### config.mk
export PLATFORM = sky130hd
export DESIGN_NAME = utf8_byte_sanitizer_flat
export DESIGN_NICKNAME = d
export VERILOG_FILES = /design/src/rtl/usan_pkg.sv /design/src/rtl/usan_if.sv /design/src/rtl/utf8_byte_sanitizer.sv /design/src/rtl/usan_front.sv /design/src/rtl/usan_queue.sv /design/src/rtl/usan_back.sv /design/src/flat_wrapper.sv
export SDC_FILE = /design/constraint.sdc
export NUM_CORES = 1
export LEC_CHECK = 0
export BUFFER_PORTS_ARGS = -buffer_cell sky130_fd_sc_hd__buf_2
export CAP_MARGIN = 20
export CORE_ASPECT_RATIO = 1.1
export CORE_UTILIZATION = 39
export CTS_CLUSTER_DIAMETER = 50
export DETAILED_ROUTE_END_ITERATION = 6
export GPL_ROUTABILITY_DRIVEN = 0
export GPL_TIMING_DRIVEN = 0
export MAX_ROUTING_LAYER = met4
export PLACE_DENSITY_LB_ADDON = 0.05
export SYNTH_ARGS = -nofsm -noshare
export SYNTH_HDL_FRONTEND = slang
export SYNTH_SLANG_ARGS = --single-unit
### constraint.sdc
create_clock -name clock -period 5 [get_ports clock]
set_input_delay 1 -clock clock [delete_from_list [all_inputs] [get_ports clock]]
set_output_delay 1 -clock clock [all_outputs]
set_load 0.02 [all_outputs]
### src/rtl/usan_pkg.sv
// Shared types, constants and the lead byte classifier for the UTF-8 byte sanitiser.
package usan_pkg;

   localparam int BYTE_W     = 8;
   localparam int CSR_DATA_W = 32;
   localparam int CSR_ADDR_W = 3;
   localparam int RUN_MAX    = 4;
   localparam int PEND_DEPTH = 3;

   // Register decode uses the word address bit of paddr
   localparam logic CSR_REG_REPL = 1'b0;

   localparam logic [BYTE_W-1:0] REPL_RESET = 8'h3F;

   // Bit patterns of lead and continuation bytes
   localparam logic [BYTE_W-1:0] ASCII_MAX  = 8'h7F;
   localparam logic [BYTE_W-1:0] MASK_TOP3  = 8'hE0;
   localparam logic [BYTE_W-1:0] LEAD2_PAT  = 8'hC0;
   localparam logic [BYTE_W-1:0] MASK_TOP4  = 8'hF0;
   localparam logic [BYTE_W-1:0] LEAD3_PAT  = 8'hE0;
   localparam logic [BYTE_W-1:0] MASK_TOP5  = 8'hF8;
   localparam logic [BYTE_W-1:0] LEAD4_PAT  = 8'hF0;
   localparam logic [BYTE_W-1:0] MASK_TOP2  = 8'hC0;
   localparam logic [BYTE_W-1:0] CONT_PAT   = 8'h80;

   // Sequence lengths; LEN_BAD marks an illegal lead byte
   localparam logic [2:0] LEN_BAD   = 3'd0;
   localparam logic [2:0] LEN_ONE   = 3'd1;
   localparam logic [2:0] LEN_TWO   = 3'd2;
   localparam logic [2:0] LEN_THREE = 3'd3;
   localparam logic [2:0] LEN_FOUR  = 3'd4;

   // One queued run of output bytes: last_idx is the index of its final byte
   typedef struct packed {
      logic [RUN_MAX-1:0][BYTE_W-1:0] bytes;
      logic [1:0]                     last_idx;
      logic                           text_end;
   } usan_cmd_type;

   function automatic logic [2:0] lead_len_f(input logic [BYTE_W-1:0] b);
      logic [2:0] len;
      if (b <= ASCII_MAX) len = LEN_ONE;
      else if ((b & MASK_TOP3) == LEAD2_PAT) len = LEN_TWO;
      else if ((b & MASK_TOP4) == LEAD3_PAT) len = LEN_THREE;
      else if ((b & MASK_TOP5) == LEAD4_PAT) len = LEN_FOUR;
      else len = LEN_BAD;
      return len;
   endfunction

   function automatic logic is_cont_f(input logic [BYTE_W-1:0] b);
      return (b & MASK_TOP2) == CONT_PAT;
   endfunction

endpackage

### src/rtl/usan_if.sv
// Stream interfaces for the sanitiser's byte input and byte output channels.
interface usan_req_if import usan_pkg::*; ();
   logic              valid;
   logic              ready;
   logic [BYTE_W-1:0] in_byte;
   logic              text_end;

   modport source (output valid, in_byte, text_end, input ready);
   modport sink   (input valid, in_byte, text_end, output ready);
endinterface

interface usan_rsp_if import usan_pkg::*; ();
   logic              valid;
   logic              ready;
   logic [BYTE_W-1:0] out_byte;
   logic              run_last;
   logic              text_last;

   modport source (output valid, out_byte, run_last, text_last, input ready);
   modport sink   (input valid, out_byte, run_last, text_last, output ready);
endinterface

### src/rtl/utf8_byte_sanitizer.sv
// UTF-8 byte sanitiser: takes raw text bytes and returns bytes with invalid
// or truncated sequences replaced by one replacement byte each.
// req_chan: one raw byte per transfer, text_end flags the final byte of a text.
// rsp_chan: one output byte per transfer; run_last marks the last byte released
//   by an input byte, text_last the final output byte of a text.
// Multi-byte sequences are held in the front end until complete, then
// released as a run of up to four bytes; a lead or inner continuation byte
// releases nothing unless it is the final byte of a text.
// The first byte of a run passes through the run queue and then the output
// register before it is offered. Throughput: one input byte and one output
// byte per cycle while the queue has room and the receiver is ready; the
// back end emits one byte a cycle while the receiver does not stall.
// The front end takes input while the run queue (QUEUE_DEPTH runs) has room,
// so a stalled receiver first fills the output register, then the queue, and
// only then pulls req_chan.ready low.
// Reset clears the open sequence, the queue and the output register, and sets
// the replacement byte to '?'. The user writes the replacement byte over the
// APB port at address 0 only while the block is idle; this is not enforced.
module utf8_byte_sanitizer import usan_pkg::*; #(
   parameter int QUEUE_DEPTH = 4
) (
   input  logic                  clock,
   input  logic                  reset,
   usan_req_if.sink              req_chan,
   usan_rsp_if.source            rsp_chan,
   input  logic                  psel,
   input  logic                  penable,
   input  logic                  pwrite,
   input  logic [CSR_ADDR_W-1:0] paddr,
   input  logic [CSR_DATA_W-1:0] pwdata,
   output logic [CSR_DATA_W-1:0] prdata,
   output logic                  pready
);

   logic [BYTE_W-1:0] repl_ff;
   logic              csr_write;
   logic              push;
   logic              pop;
   logic              full;
   logic              empty;
   usan_cmd_type      push_cmd;
   usan_cmd_type      head_cmd;

   // Configuration register
   assign pready    = 1'b1;
   assign csr_write = psel && penable && pwrite && pready
                      && (paddr[CSR_ADDR_W-1] == CSR_REG_REPL);
   assign prdata    = {(CSR_DATA_W - BYTE_W)'(0), repl_ff};

   always_ff @(posedge clock) begin
      if (reset) begin
         repl_ff <= REPL_RESET;
      end else if (csr_write) begin
         repl_ff <= pwdata[BYTE_W-1:0];
      end
   end

   usan_front u_front (
      .clock      (clock),
      .reset      (reset),
      .req_chan   (req_chan),
      .repl_byte  (repl_ff),
      .queue_full (full),
      .push       (push),
      .push_cmd   (push_cmd)
   );

   usan_queue #(
      .DEPTH (QUEUE_DEPTH)
   ) u_queue (
      .clock    (clock),
      .reset    (reset),
      .push     (push),
      .push_cmd (push_cmd),
      .full     (full),
      .pop      (pop),
      .head_cmd (head_cmd),
      .empty    (empty)
   );

   usan_back u_back (
      .clock    (clock),
      .reset    (reset),
      .head_cmd (head_cmd),
      .empty    (empty),
      .pop      (pop),
      .rsp_chan (rsp_chan)
   );

endmodule

### src/rtl/usan_front.sv
// Front end: accepts input bytes, tracks the open sequence and queues output runs.
module usan_front import usan_pkg::*; (
   input  logic              clock,
   input  logic              reset,
   usan_req_if.sink          req_chan,
   input  logic [BYTE_W-1:0] repl_byte,
   input  logic              queue_full,
   output logic              push,
   output usan_cmd_type      push_cmd
);

   logic [2:0]        exp_len_ff, exp_len_in;
   logic [1:0]        gathered_ff, gathered_in;
   logic              ok_ff, ok_in;
   logic [BYTE_W-1:0] pend_ff [PEND_DEPTH];

   logic              accept;
   logic [BYTE_W-1:0] b;
   logic              last;
   logic [2:0]        lead_len;
   logic              ok_next;
   logic              complete;
   logic              push_raw;
   logic              pend_wr;
   logic [1:0]        pend_idx;

   assign req_chan.ready = !queue_full;
   assign accept         = req_chan.valid && req_chan.ready;
   assign b              = req_chan.in_byte;
   assign last           = req_chan.text_end;
   assign lead_len       = lead_len_f(b);
   assign ok_next        = ok_ff && is_cont_f(b);
   assign complete       = (3'({1'b0, gathered_ff}) + 3'd1) >= exp_len_ff;

   // Classify the byte and build the run it releases, if any
   always_comb begin
      exp_len_in  = exp_len_ff;
      gathered_in = gathered_ff;
      ok_in       = ok_ff;
      pend_wr     = 1'b0;
      pend_idx    = gathered_ff;
      push_raw    = 1'b0;
      push_cmd    = '0;
      push_cmd.text_end = last;

      if (exp_len_ff == LEN_BAD) begin
         case (lead_len)
            LEN_ONE: begin
               push_raw          = 1'b1;
               push_cmd.bytes[0] = b;
            end
            LEN_BAD: begin
               push_raw          = 1'b1;
               push_cmd.bytes[0] = repl_byte;
            end
            default: begin
               // multi-byte lead: open a sequence
               pend_wr     = 1'b1;
               pend_idx    = 2'd0;
               exp_len_in  = lead_len;
               gathered_in = 2'd1;
               ok_in       = 1'b1;
               if (last) begin
                  push_raw          = 1'b1;
                  push_cmd.bytes[0] = repl_byte;
               end
            end
         endcase
      end else if (complete) begin
         push_raw = 1'b1;
         if (ok_next) begin
            for (int i = 0; i < PEND_DEPTH; i++) begin
               push_cmd.bytes[i] = (2'(i) < gathered_ff) ? pend_ff[i] : b;
            end
            push_cmd.bytes[RUN_MAX-1] = b;
            push_cmd.last_idx         = gathered_ff;
         end else begin
            push_cmd.bytes[0] = repl_byte;
         end
         exp_len_in  = LEN_BAD;
         gathered_in = 2'd0;
         ok_in       = 1'b1;
      end else begin
         // inner continuation: store and keep gathering
         pend_wr     = 1'b1;
         gathered_in = gathered_ff + 2'd1;
         ok_in       = ok_next;
         if (last) begin
            push_raw          = 1'b1;
            push_cmd.bytes[0] = repl_byte;
         end
      end

      // end of text closes whatever is open
      if (last) begin
         exp_len_in  = LEN_BAD;
         gathered_in = 2'd0;
         ok_in       = 1'b1;
      end
   end

   assign push = accept && push_raw;

   // Sequence state
   always_ff @(posedge clock) begin
      if (reset) begin
         exp_len_ff  <= LEN_BAD;
         gathered_ff <= 2'd0;
         ok_ff       <= 1'b1;
      end else if (accept) begin
         exp_len_ff  <= exp_len_in;
         gathered_ff <= gathered_in;
         ok_ff       <= ok_in;
      end
   end

   // Pending bytes of the open sequence
   always_ff @(posedge clock) begin
      if (accept && pend_wr && (pend_idx != 2'd3)) begin
         pend_ff[pend_idx] <= b;
      end
   end

endmodule

### src/rtl/usan_queue.sv
// Short queue of output runs between the front end and the back end.
module usan_queue import usan_pkg::*; #(
   parameter int DEPTH = 4
) (
   input  logic         clock,
   input  logic         reset,
   input  logic         push,
   input  usan_cmd_type push_cmd,
   output logic         full,
   input  logic         pop,
   output usan_cmd_type head_cmd,
   output logic         empty
);

   localparam int PTR_W = (DEPTH > 1) ? $clog2(DEPTH) : 1;
   localparam int CNT_W = $clog2(DEPTH + 1);

   usan_cmd_type     store_ff [DEPTH];
   logic [PTR_W-1:0] wr_ptr_ff, wr_ptr_in;
   logic [PTR_W-1:0] rd_ptr_ff, rd_ptr_in;
   logic [CNT_W-1:0] count_ff, count_in;
   logic             do_push;
   logic             do_pop;

   assign full     = count_ff == CNT_W'(DEPTH);
   assign empty    = count_ff == '0;
   assign do_push  = push && !full;
   assign do_pop   = pop && !empty;
   assign head_cmd = store_ff[rd_ptr_ff];

   // Pointer and fill count update
   always_comb begin
      wr_ptr_in = wr_ptr_ff;
      rd_ptr_in = rd_ptr_ff;
      count_in  = count_ff;
      if (do_push) begin
         wr_ptr_in = (wr_ptr_ff == PTR_W'(DEPTH - 1)) ? '0 : wr_ptr_ff + PTR_W'(1);
      end
      if (do_pop) begin
         rd_ptr_in = (rd_ptr_ff == PTR_W'(DEPTH - 1)) ? '0 : rd_ptr_ff + PTR_W'(1);
      end
      if (do_push && !do_pop) count_in = count_ff + CNT_W'(1);
      else if (do_pop && !do_push) count_in = count_ff - CNT_W'(1);
   end

   always_ff @(posedge clock) begin
      if (reset) begin
         wr_ptr_ff <= '0;
         rd_ptr_ff <= '0;
         count_ff  <= '0;
      end else begin
         wr_ptr_ff <= wr_ptr_in;
         rd_ptr_ff <= rd_ptr_in;
         count_ff  <= count_in;
      end
   end

   always_ff @(posedge clock) begin
      if (do_push) begin
         store_ff[wr_ptr_ff] <= push_cmd;
      end
   end

endmodule

### src/rtl/usan_back.sv
// Back end: unrolls queued runs into single output bytes through an output register.
module usan_back import usan_pkg::*; (
   input  logic         clock,
   input  logic         reset,
   input  usan_cmd_type head_cmd,
   input  logic         empty,
   output logic         pop,
   usan_rsp_if.source   rsp_chan
);

   logic [1:0]        idx_ff, idx_in;
   logic              valid_ff, valid_in;
   logic [BYTE_W-1:0] byte_ff;
   logic              run_last_ff;
   logic              text_last_ff;
   logic              load;
   logic              run_end;

   assign load    = !empty && (!valid_ff || rsp_chan.ready);
   assign run_end = idx_ff == head_cmd.last_idx;
   assign pop     = load && run_end;

   always_comb begin
      idx_in = idx_ff;
      if (load) idx_in = run_end ? 2'd0 : idx_ff + 2'd1;
      if (load) valid_in = 1'b1;
      else if (rsp_chan.ready) valid_in = 1'b0;
      else valid_in = valid_ff;
   end

   // Control
   always_ff @(posedge clock) begin
      if (reset) begin
         idx_ff   <= 2'd0;
         valid_ff <= 1'b0;
      end else begin
         idx_ff   <= idx_in;
         valid_ff <= valid_in;
      end
   end

   // Output payload, held while the receiver stalls
   always_ff @(posedge clock) begin
      if (load) begin
         byte_ff      <= head_cmd.bytes[idx_ff];
         run_last_ff  <= run_end;
         text_last_ff <= run_end && head_cmd.text_end;
      end
   end

   assign rsp_chan.valid     = valid_ff;
   assign rsp_chan.out_byte  = byte_ff;
   assign rsp_chan.run_last  = run_last_ff;
   assign rsp_chan.text_last = text_last_ff;

endmodule

### src/flat_wrapper.sv
// flat-port wrapper written by rule: the top's interface ports become plain ports
module utf8_byte_sanitizer_flat import usan_pkg::*;
#(
   parameter int QUEUE_DEPTH = 4
)
  (clock, reset, psel, penable, pwrite, paddr, pwdata, prdata, pready, req_chan_valid, req_chan_in_byte, req_chan_text_end, req_chan_ready, rsp_chan_valid, rsp_chan_out_byte, rsp_chan_run_last, rsp_chan_text_last, rsp_chan_ready);
  usan_req_if req_chan_i ();
  usan_rsp_if rsp_chan_i ();
  input  logic clock;
  input  logic reset;
  input  logic psel;
  input  logic penable;
  input  logic pwrite;
  input  logic [CSR_ADDR_W-1:0] paddr;
  input  logic [CSR_DATA_W-1:0] pwdata;
  output logic [CSR_DATA_W-1:0] prdata;
  output logic pready;
  input wire logic [$bits(req_chan_i.valid)-1:0] req_chan_valid;
  input wire logic [$bits(req_chan_i.in_byte)-1:0] req_chan_in_byte;
  input wire logic [$bits(req_chan_i.text_end)-1:0] req_chan_text_end;
  output wire logic [$bits(req_chan_i.ready)-1:0] req_chan_ready;
  output wire logic [$bits(rsp_chan_i.valid)-1:0] rsp_chan_valid;
  output wire logic [$bits(rsp_chan_i.out_byte)-1:0] rsp_chan_out_byte;
  output wire logic [$bits(rsp_chan_i.run_last)-1:0] rsp_chan_run_last;
  output wire logic [$bits(rsp_chan_i.text_last)-1:0] rsp_chan_text_last;
  input wire logic [$bits(rsp_chan_i.ready)-1:0] rsp_chan_ready;
  assign req_chan_i.valid = req_chan_valid;
  assign req_chan_i.in_byte = req_chan_in_byte;
  assign req_chan_i.text_end = req_chan_text_end;
  assign req_chan_ready = req_chan_i.ready;
  assign rsp_chan_valid = rsp_chan_i.valid;
  assign rsp_chan_out_byte = rsp_chan_i.out_byte;
  assign rsp_chan_run_last = rsp_chan_i.run_last;
  assign rsp_chan_text_last = rsp_chan_i.text_last;
  assign rsp_chan_i.ready = rsp_chan_ready;
  utf8_byte_sanitizer #(.QUEUE_DEPTH(QUEUE_DEPTH)) u_core (.clock(clock), .reset(reset), .req_chan(req_chan_i), .rsp_chan(rsp_chan_i), .psel(psel), .penable(penable), .pwrite(pwrite), .paddr(paddr), .pwdata(pwdata), .prdata(prdata), .pready(pready));
endmodule
* Word level (Yosys, flattened, before mapping) *
Memory sizes are Yosys's and may differ from the RTL's. A register that Yosys moved wholly into a read port is not among the register bits.
Cells that the tools add are included.

cells by class
  add/sub/neg operators = 7
  multipliers = 0
  div/mod/pow operators = 0
  $lt $le $gt $ge = 6
  equality and inequality tests = 11
  shift-type cells = 0
  multiplexer cells = 54
  bitwise gates (word level) = 1
  reductions and logical operators = 30

operators with widths
  kind                 number
  $mux 24              3
  $mux 8               8
  $mux 3               10
  $mux 2               14
  $mux 1               17
  $bmux 8 s2           1
  $pmux 8 s2           1
  $logic_and 1x1->1    15
  $logic_not 3->1      3
  $add 2x1->2 const B  4
  $le 8x7->1 const B   1
  $eq 2x2->1 const B   3
  $eq 3x3->1 const B   2
  $eq 5x5->1 const B   1
  $logic_not 1->1      5
  $eq 4x4->1 const B   1
  $lt 1x2->1 const A   2
  $reduce_bool 2->1    2
  $add 2x1->3 const B  1
  $add 3x1->3 const B  1
  $eq 3x1->1 const B   1
  $ge 3x3->1           1
  $lt 2x3->1 const B   1
  $ne 3x3->1 const B   1
  other kinds (10)     10

storage, ports and cells
  flip-flop bits (word level) = 34
  bits in latches = 0
  RAM bits = 164
  bits in read-only memories = 0
  input port bits = 51
  output and inout port bits = 45
  logic and storage cells = 123
  memories kept = 2

memory list
  name                     depth  width  read ports  clocked after memory_dff  wr ports  RTL line          source
  u_core.u_queue.store_ff  4      35     1           1                         1         usan_queue.sv:18  usan_cmd_type store_ff [DEPTH];
  u_core.u_front.pend_ff   3      8      3           0                         1         usan_front.sv:15  logic [BYTE_W-1:0] pend_ff [PEND_DEPTH];

* Depth between registers and ports, before layout *
  depth after elaboration = 15
  depth in mapped cells = 13
  depth with buffers taken out = 13

* By module *
Synthesis repeated with hierarchy kept, for this count alone.

second synthesis, totals
  cells, all modules = 521
  area total of the unflattened synthesis = 8678.3 µm²

by module, submodules not included
  module               times used  cells an instance  area an instance (µm²)  seq. area each (µm²)
  usan_queue           1           233                5536.6                  4384.2
  usan_front           1           184                1929.4                  840.8
  usan_back            1           42                 680.7                   360.3
  utf8_byte_sanitizer  1           62                 531.8                   160.2

* Least setup slack after synthesis *
Ideal clock, no wire load.

  path type = reg-to-reg
  start point = register u_core.u_front.gathered_ff[0]
  end point = memory u_core.u_queue.store_ff[3][0] (netlist bit) (enable)
  setup time = 0.396 ns
  arrival = 2.571 ns
  required time = 4.604 ns
  slack = 2.033 ns
  stages on the path, launching flop included = 8
  buffers on the path = 0
  clock period less this slack = 2.967 ns
  cell sequence = dfxtp_1 -> inv_1 -> ha_1 -> ha_1 -> nand2_1 -> o211ai_1 -> a21o_1 -> and3_1

on the way
  longest elaborated chain between the ends = 8

RTL lines
  element                       RTL line           source
  start: declaration            usan_front.sv:13   logic [1:0] gathered_ff, gathered_in;
  start signal: assignment      usan_front.sv:112  gathered_ff <= gathered_in;
  $add 2x1->3                   usan_front.sv:33   assign complete = (3'({1'b0, gathered_ff}) + 3'd1) >= exp_len_ff;
  $ge 3x3->1                    usan_front.sv:33
  $mux 1                        usan_front.sv:69   end else if (complete) begin
  $mux 1                        usan_front.sv:46   if (exp_len_ff == LEN_BAD) begin
  $logic_and 1x1->1             usan_front.sv:102  assign push = accept && push_raw;
  $logic_and 1x1->1             usan_queue.sv:27   assign do_push = push && !full;
  $mux 1                        usan_queue.sv:59   if (do_push) begin
  $mux 1 (not written as such)  usan_queue.sv:60   store_ff[wr_ptr_ff] <= push_cmd;
  end: declaration              usan_queue.sv:18

No other way between the ends.

* Worst setup path after layout *
  start point = register u_core.u_front.gathered_ff[0]
  end point = register u_core.u_queue.count_ff[2]

on the way
  longest elaborated chain between the ends = 9
  elaborated cells between the ends (all ways) = 11
  classes of those cells = add/sub (1); order compare (1); mux (3); reduce/logical (6)

RTL lines
  element                             RTL line           source
  $add 2x1->3 *                       usan_front.sv:33
  $ge 3x3->1 *                        usan_front.sv:33
  $mux 1 *                            usan_front.sv:69
  $mux 1 *                            usan_front.sv:46
  $logic_and 1x1->1 *                 usan_front.sv:102
  $logic_and 1x1->1 *                 usan_queue.sv:27
  named net u_core.u_queue.do_push    usan_queue.sv:22   logic do_push;
  $logic_not 1->1                     usan_queue.sv:43   else if (do_pop && !do_push) count_in = count_ff - CNT_W'(1);
  $logic_and 1x1->1                   usan_queue.sv:43
  $reduce_bool 2->1 (no source line)  n/a
  end signal: assignment              usan_queue.sv:54   count_ff <= count_in;
  end: declaration                    usan_queue.sv:21   logic [CNT_W-1:0] count_ff, count_in;

The timed path passes the listed nets; every way through them passes the cells marked *.
A chain may end at the register's enable or synchronous reset.

==> results.sh <==
export IMPL_p_seq_frac=0.455
export IMPL_synth_ff_latch_count=200
export IMPL_yosysTopAreaCellShare=0.6167
export IMPL_cp_data_required_time_ps=5350
export IMPL_finalClockSkew_ps=8.185
export IMPL_timing_hold_ws_ps=476.7
export IMPL_report_final_hold_viol_count=0
export IMPL_syn_cell_area_um2=8473
export IMPL_firstDrtPassIters=4
export IMPL_register_area_um2=5746
export IMPL_crit_reg2reg_capture="u_core.u_queue.count_ff[2]"
export IMPL_cp_num_cells=13
export IMPL_core_rowCount=56
export IMPL_worstHoldPathCells=2
export IMPL_grt_total_usage=0.1785
export IMPL_num_fill_cells=1919
export IMPL_cts_tree="yes"
export IMPL_cts_path_max_buffers=2
export IMPL_hpwlAfterDp_mm=12.23
export IMPL_post_cts_resize_count=0
export IMPL_multiInputGateArea_um2=2499
export IMPL_period_minus_slack_ps=3338
export IMPL_synth_area_leaders="sky130_fd_sc_hd__edfxtp_1 (62%), sky130_fd_sc_hd__mux4_2 (11%), sky130_fd_sc_hd__dfxtp_1 (6.1%), sky130_fd_sc_hd__mux2i_1 (3.1%), sky130_fd_sc_hd__buf_4 (2.2%)"
export IMPL_clk_root_buffer_cell="sky130_fd_sc_hd__clkbuf_16"
export IMPL_switching_share=0.2766
export IMPL_ys_flop_type="sky130_fd_sc_hd__edfxtp_1"
export IMPL_maximum_clock_rate_ghz=0.2996
export IMPL_clkSlewWorstSetupHoldPaths_ps=70
export IMPL_arrival_ps=3690
export IMPL_crit_path_max_fanout=8
export IMPL_finalCritPeriodShare=0.6677
export IMPL_clock_tree_htree_level_count=4
export IMPL_route_vias_total=4583
export IMPL_avgRoutedWirePerCell_um=19.53
export IMPL_grt_first_pass_wirelength_mm=27.46
export IMPL_leakage_nw=3.501
export IMPL_post_cts_setup_buffer_count=0
export IMPL_io_buffer_count=43
export IMPL_maxSlewViolCount=0
export IMPL_fin_tns_setup_ps=0
export IMPL_worst_slew_margin_rel=0.3499
export IMPL_maxCapViolations=0
export IMPL_ports=96
export IMPL_drc=0
export IMPL_die_area_um2=22320
export IMPL_run_status="finished, final reports clean"
export IMPL_endpoint_kind="flop"
export IMPL_synth_warnings=0
export IMPL_cts_sinks=200
export IMPL_crit_path_start_kind="flop"
export IMPL_antenna_violations_before_repair=0
export IMPL_initial_utilization=0.3978
export IMPL_synth_enable_flop_cells=174
export IMPL_cts_hold_buffers_added=0
export IMPL_post_synthesis_async_set_or_reset_flop_share=0
export IMPL_nets=672
export IMPL_crit_path_top_delay_cell="sky130_fd_sc_hd__dfxtp_1"
export IMPL_power_density_nw_per_um2=471.2
export IMPL_worstSkewPairLatency_ps=420
export IMPL_min_from="u_core.u_back.rsp_chan.valid"
export IMPL_critical_path_most_common_cell="sky130_fd_sc_hd__ha_1"
export IMPL_yosys_cell_types_count=50
export IMPL_placed_cell_area_um2=9253
export IMPL_design_core_area_um2=21300
export IMPL_layout_cell_area_non_filler_um2=9863
export IMPL_rsz0062_at_grt="no"
export IMPL_flow_area_growth_from_synthesis_pct=16.41
export IMPL_timing_critical_path_cells="inv_1 > ha_1 > ha_1 > nand2_1 > o211ai_1 > a21oi_1 > nor2_1 > ha_1 > inv_1 > fa_1 > xor2_1 > or3_1 > a21oi_1"
export IMPL_postSynthCellCount=513
export IMPL_die_height_um=156.6
export IMPL_netlist_top_cell_by_area="sky130_fd_sc_hd__edfxtp_1"
export IMPL_hold_path_class="reg2reg"
export IMPL_fraction_of_power_consumed_by_combinational_cells=0.242
export IMPL_seq_area_frac_synth=0.6781
export IMPL_clockPowerShare=0.303
export IMPL_route_detailed_vias_per_inst=5.031
export IMPL_vias_in_the_first_global_route=4621
export IMPL_worst_slew_pin_slew_ps=975.1
export IMPL_worst_path_buf_inv=2
export IMPL_drt_total_wl_mm=17.80
export IMPL_post_synth_cell_area_avg_um2=16.52
export IMPL_drt_antenna_violating_nets=0
export IMPL_cts_buffers=17
export IMPL_die_x_um=142.5
export IMPL_remaining_overflow_grt=0
export IMPL_cp_top_family="adder cells"
export IMPL_final_setup_viol_count=0
export IMPL_layout_drive_gt1_share=0.2705
export IMPL_worst_r2r_path_depth=13
export IMPL_min_to="u_core.u_back.rsp_chan.valid"
export IMPL_slowest_delay_ps=480
export IMPL_power_net_switching_w=0.001286
export IMPL_worstSetupPathType="reg2reg"
export IMPL_ir_drop_mv=0.2433
export IMPL_reg2reg_slack_ps=1660
export IMPL_grt_max_degree=26
export IMPL_antenna_cells_inserted=0
export IMPL_critical_path_reg2reg_startpoint="u_core.u_front.gathered_ff[0]"
export IMPL_p_int_w=0.003362
export IMPL_detail_route_iter0_violations=283
[how the worst max path moves through the flow]
| stage | startpoint | to | slack [ps] |
|---|---|---|---|
| 5_1_grt | u_core.u_front.gathered_ff[0] | u_core.u_queue.count_ff[2] | 1380 |
| 3_5_place_dp | u_core.u_front.gathered_ff[0] | u_core.u_queue.count_ff[2] | 1700 |
| 6_report | u_core.u_front.gathered_ff[0] | u_core.u_queue.count_ff[2] | 1660 |
| 3_3_place_gp | req_chan_in_byte[5] | u_core.u_queue.store_ff[0][21] | 970 |
| 4_1_cts | u_core.u_front.gathered_ff[0] | u_core.u_queue.count_ff[2] | 1690 |
| 2_1_floorplan | u_core.u_front.gathered_ff[0] | u_core.u_queue.store_ff[3][0] | 2030 |
[area by class of cell]
class	count	share of cell area
sequential	200	0.5825
multi-input combinational	279	0.2533
clock buffer	22	0.04706
tap	290	0.03679
timing repair buffer	49	0.03146
buffer	48	0.02905
clock inverter	10	0.01484
inverter	13	0.004947
[layout by cell type, fill, tap and decap left out, types with 5 or more instances in the layout]
cell type / instances
sky130_fd_sc_hd__edfxtp_1: 174
sky130_fd_sc_hd__o22ai_1: 5
sky130_fd_sc_hd__inv_1: 13
sky130_fd_sc_hd__clkbuf_1: 19
sky130_fd_sc_hd__dfxtp_1: 26
sky130_fd_sc_hd__nor3_1: 8
sky130_fd_sc_hd__conb_1: 29
sky130_fd_sc_hd__mux2_2: 5
sky130_fd_sc_hd__or3_1: 5
sky130_fd_sc_hd__a21oi_1: 14
sky130_fd_sc_hd__nand2_1: 28
sky130_fd_sc_hd__mux2i_1: 26
sky130_fd_sc_hd__a22oi_1: 5
sky130_fd_sc_hd__o21ai_0: 6
sky130_fd_sc_hd__nand3b_1: 7
sky130_fd_sc_hd__buf_2: 47
sky130_fd_sc_hd__nor2_1: 28
sky130_fd_sc_hd__and2_1: 9
sky130_fd_sc_hd__clkbuf_16: 17
sky130_fd_sc_hd__ha_1: 12
sky130_fd_sc_hd__mux4_2: 43
sky130_fd_sc_hd__buf_4: 27
[metrics by stage]
| step | util | worst slack (ps) | power, W | std cells |
|---|---|---|---|---|
| 6_report | 0.4631 | 1662 | 0.004648 | 911 |
| 5_1_grt | 0.4631 | 1375 | 0.004869 | 911 |
| 4_1_cts | 0.4631 | 1690 | 0.004709 | 911 |
| 3_5_place_dp | 0.4344 | 1704 | 0.003307 | 879 |
| 3_3_place_gp | 0.4297 | 972.8 | 0.003262 | 873 |
| 2_1_floorplan | - | 2033 | 0.002952 | 540 |
[flip-flops by register name (all words and copies together) (netlist names), named ones only]
name / cells
u_core.u_front.gathered_ff: 2
u_core.u_queue.count_ff: 3
u_core.u_queue.rd_ptr_ff: 2
u_core.u_front.pend_ff: 24
u_core.u_front.exp_len_ff: 3
u_core.u_back.rsp_chan.valid: 1
u_core.u_front.ok_ff: 1
u_core.u_queue.wr_ptr_ff: 2
u_core.repl_ff: 8
u_core.u_back.rsp_chan.out_byte: 8
u_core.u_queue.store_ff: 140
u_core.u_back.idx_ff: 2
u_core.u_back.rsp_chan.run_last: 1
u_core.u_back.rsp_chan.text_last: 1
[metal layers]
metal  track usage  vias to the layer above  routed length [um]
met4       0.05530                        0                 232
met5             -                        -                   0
met3       0.02846                       14                 832
met1        0.2310                     2319                7944
li1              -                     2133                   -
met2        0.2892                      117                8787
[power groups by stage]
| stage | combinational (W) | clock (W) | sequential (W) |
|---|---|---|---|
| 2_1_floorplan | 0.000748 | 0 | 0.00220 |
| 3_3_place_gp | 0.00111 | 0 | 0.00215 |
| 3_5_place_dp | 0.00115 | 0 | 0.00215 |
| 4_1_cts | 0.00116 | 0.00144 | 0.00212 |
| 5_1_grt | 0.00123 | 0.00150 | 0.00213 |
| 6_report | 0.00113 | 0.00141 | 0.00211 |
[cells in the mapped netlist (3+ instances only)]
| cell | number |
|---|---|
| sky130_fd_sc_hd__a21o_1 | 3 |
| sky130_fd_sc_hd__a21oi_1 | 14 |
| sky130_fd_sc_hd__a221oi_1 | 3 |
| sky130_fd_sc_hd__a22oi_1 | 5 |
| sky130_fd_sc_hd__and2_1 | 9 |
| sky130_fd_sc_hd__and3_1 | 6 |
| sky130_fd_sc_hd__buf_2 | 4 |
| sky130_fd_sc_hd__buf_4 | 25 |
| sky130_fd_sc_hd__clkbuf_1 | 16 |
| sky130_fd_sc_hd__dfxtp_1 | 26 |
| sky130_fd_sc_hd__edfxtp_1 | 174 |
| sky130_fd_sc_hd__ha_1 | 12 |
| sky130_fd_sc_hd__inv_1 | 13 |
| sky130_fd_sc_hd__mux2_2 | 5 |
| sky130_fd_sc_hd__mux2i_1 | 26 |
| sky130_fd_sc_hd__mux4_2 | 43 |
| sky130_fd_sc_hd__nand2_1 | 28 |
| sky130_fd_sc_hd__nand3_1 | 4 |
| sky130_fd_sc_hd__nand3b_1 | 7 |
| sky130_fd_sc_hd__nor2_1 | 28 |
| sky130_fd_sc_hd__nor3_1 | 8 |
| sky130_fd_sc_hd__o21ai_0 | 6 |
| sky130_fd_sc_hd__o22ai_1 | 5 |
| sky130_fd_sc_hd__o31ai_1 | 3 |
| sky130_fd_sc_hd__or3_1 | 5 |
[tightest hold or removal path, delay by kind of cell, from the launching register on]
kind               cells  cell delay, ps
and+or+nand+nor        1              60
DFF                    1             320
AOI/OAI and AO/OA      1              50
[cells by family after synthesis]
logic type,count (synthesis),synth area share
buf+inv,61,0.03958
xor+xnor,4,0.005907
mux,74,0.1517
other cells,2,0.0008863
fa+ha+maj,13,0.02008
compound gates,49,0.03766
simple gates,110,0.06616
flops,200,0.6781
Note: power is estimated with default switching activity, not from simulation.
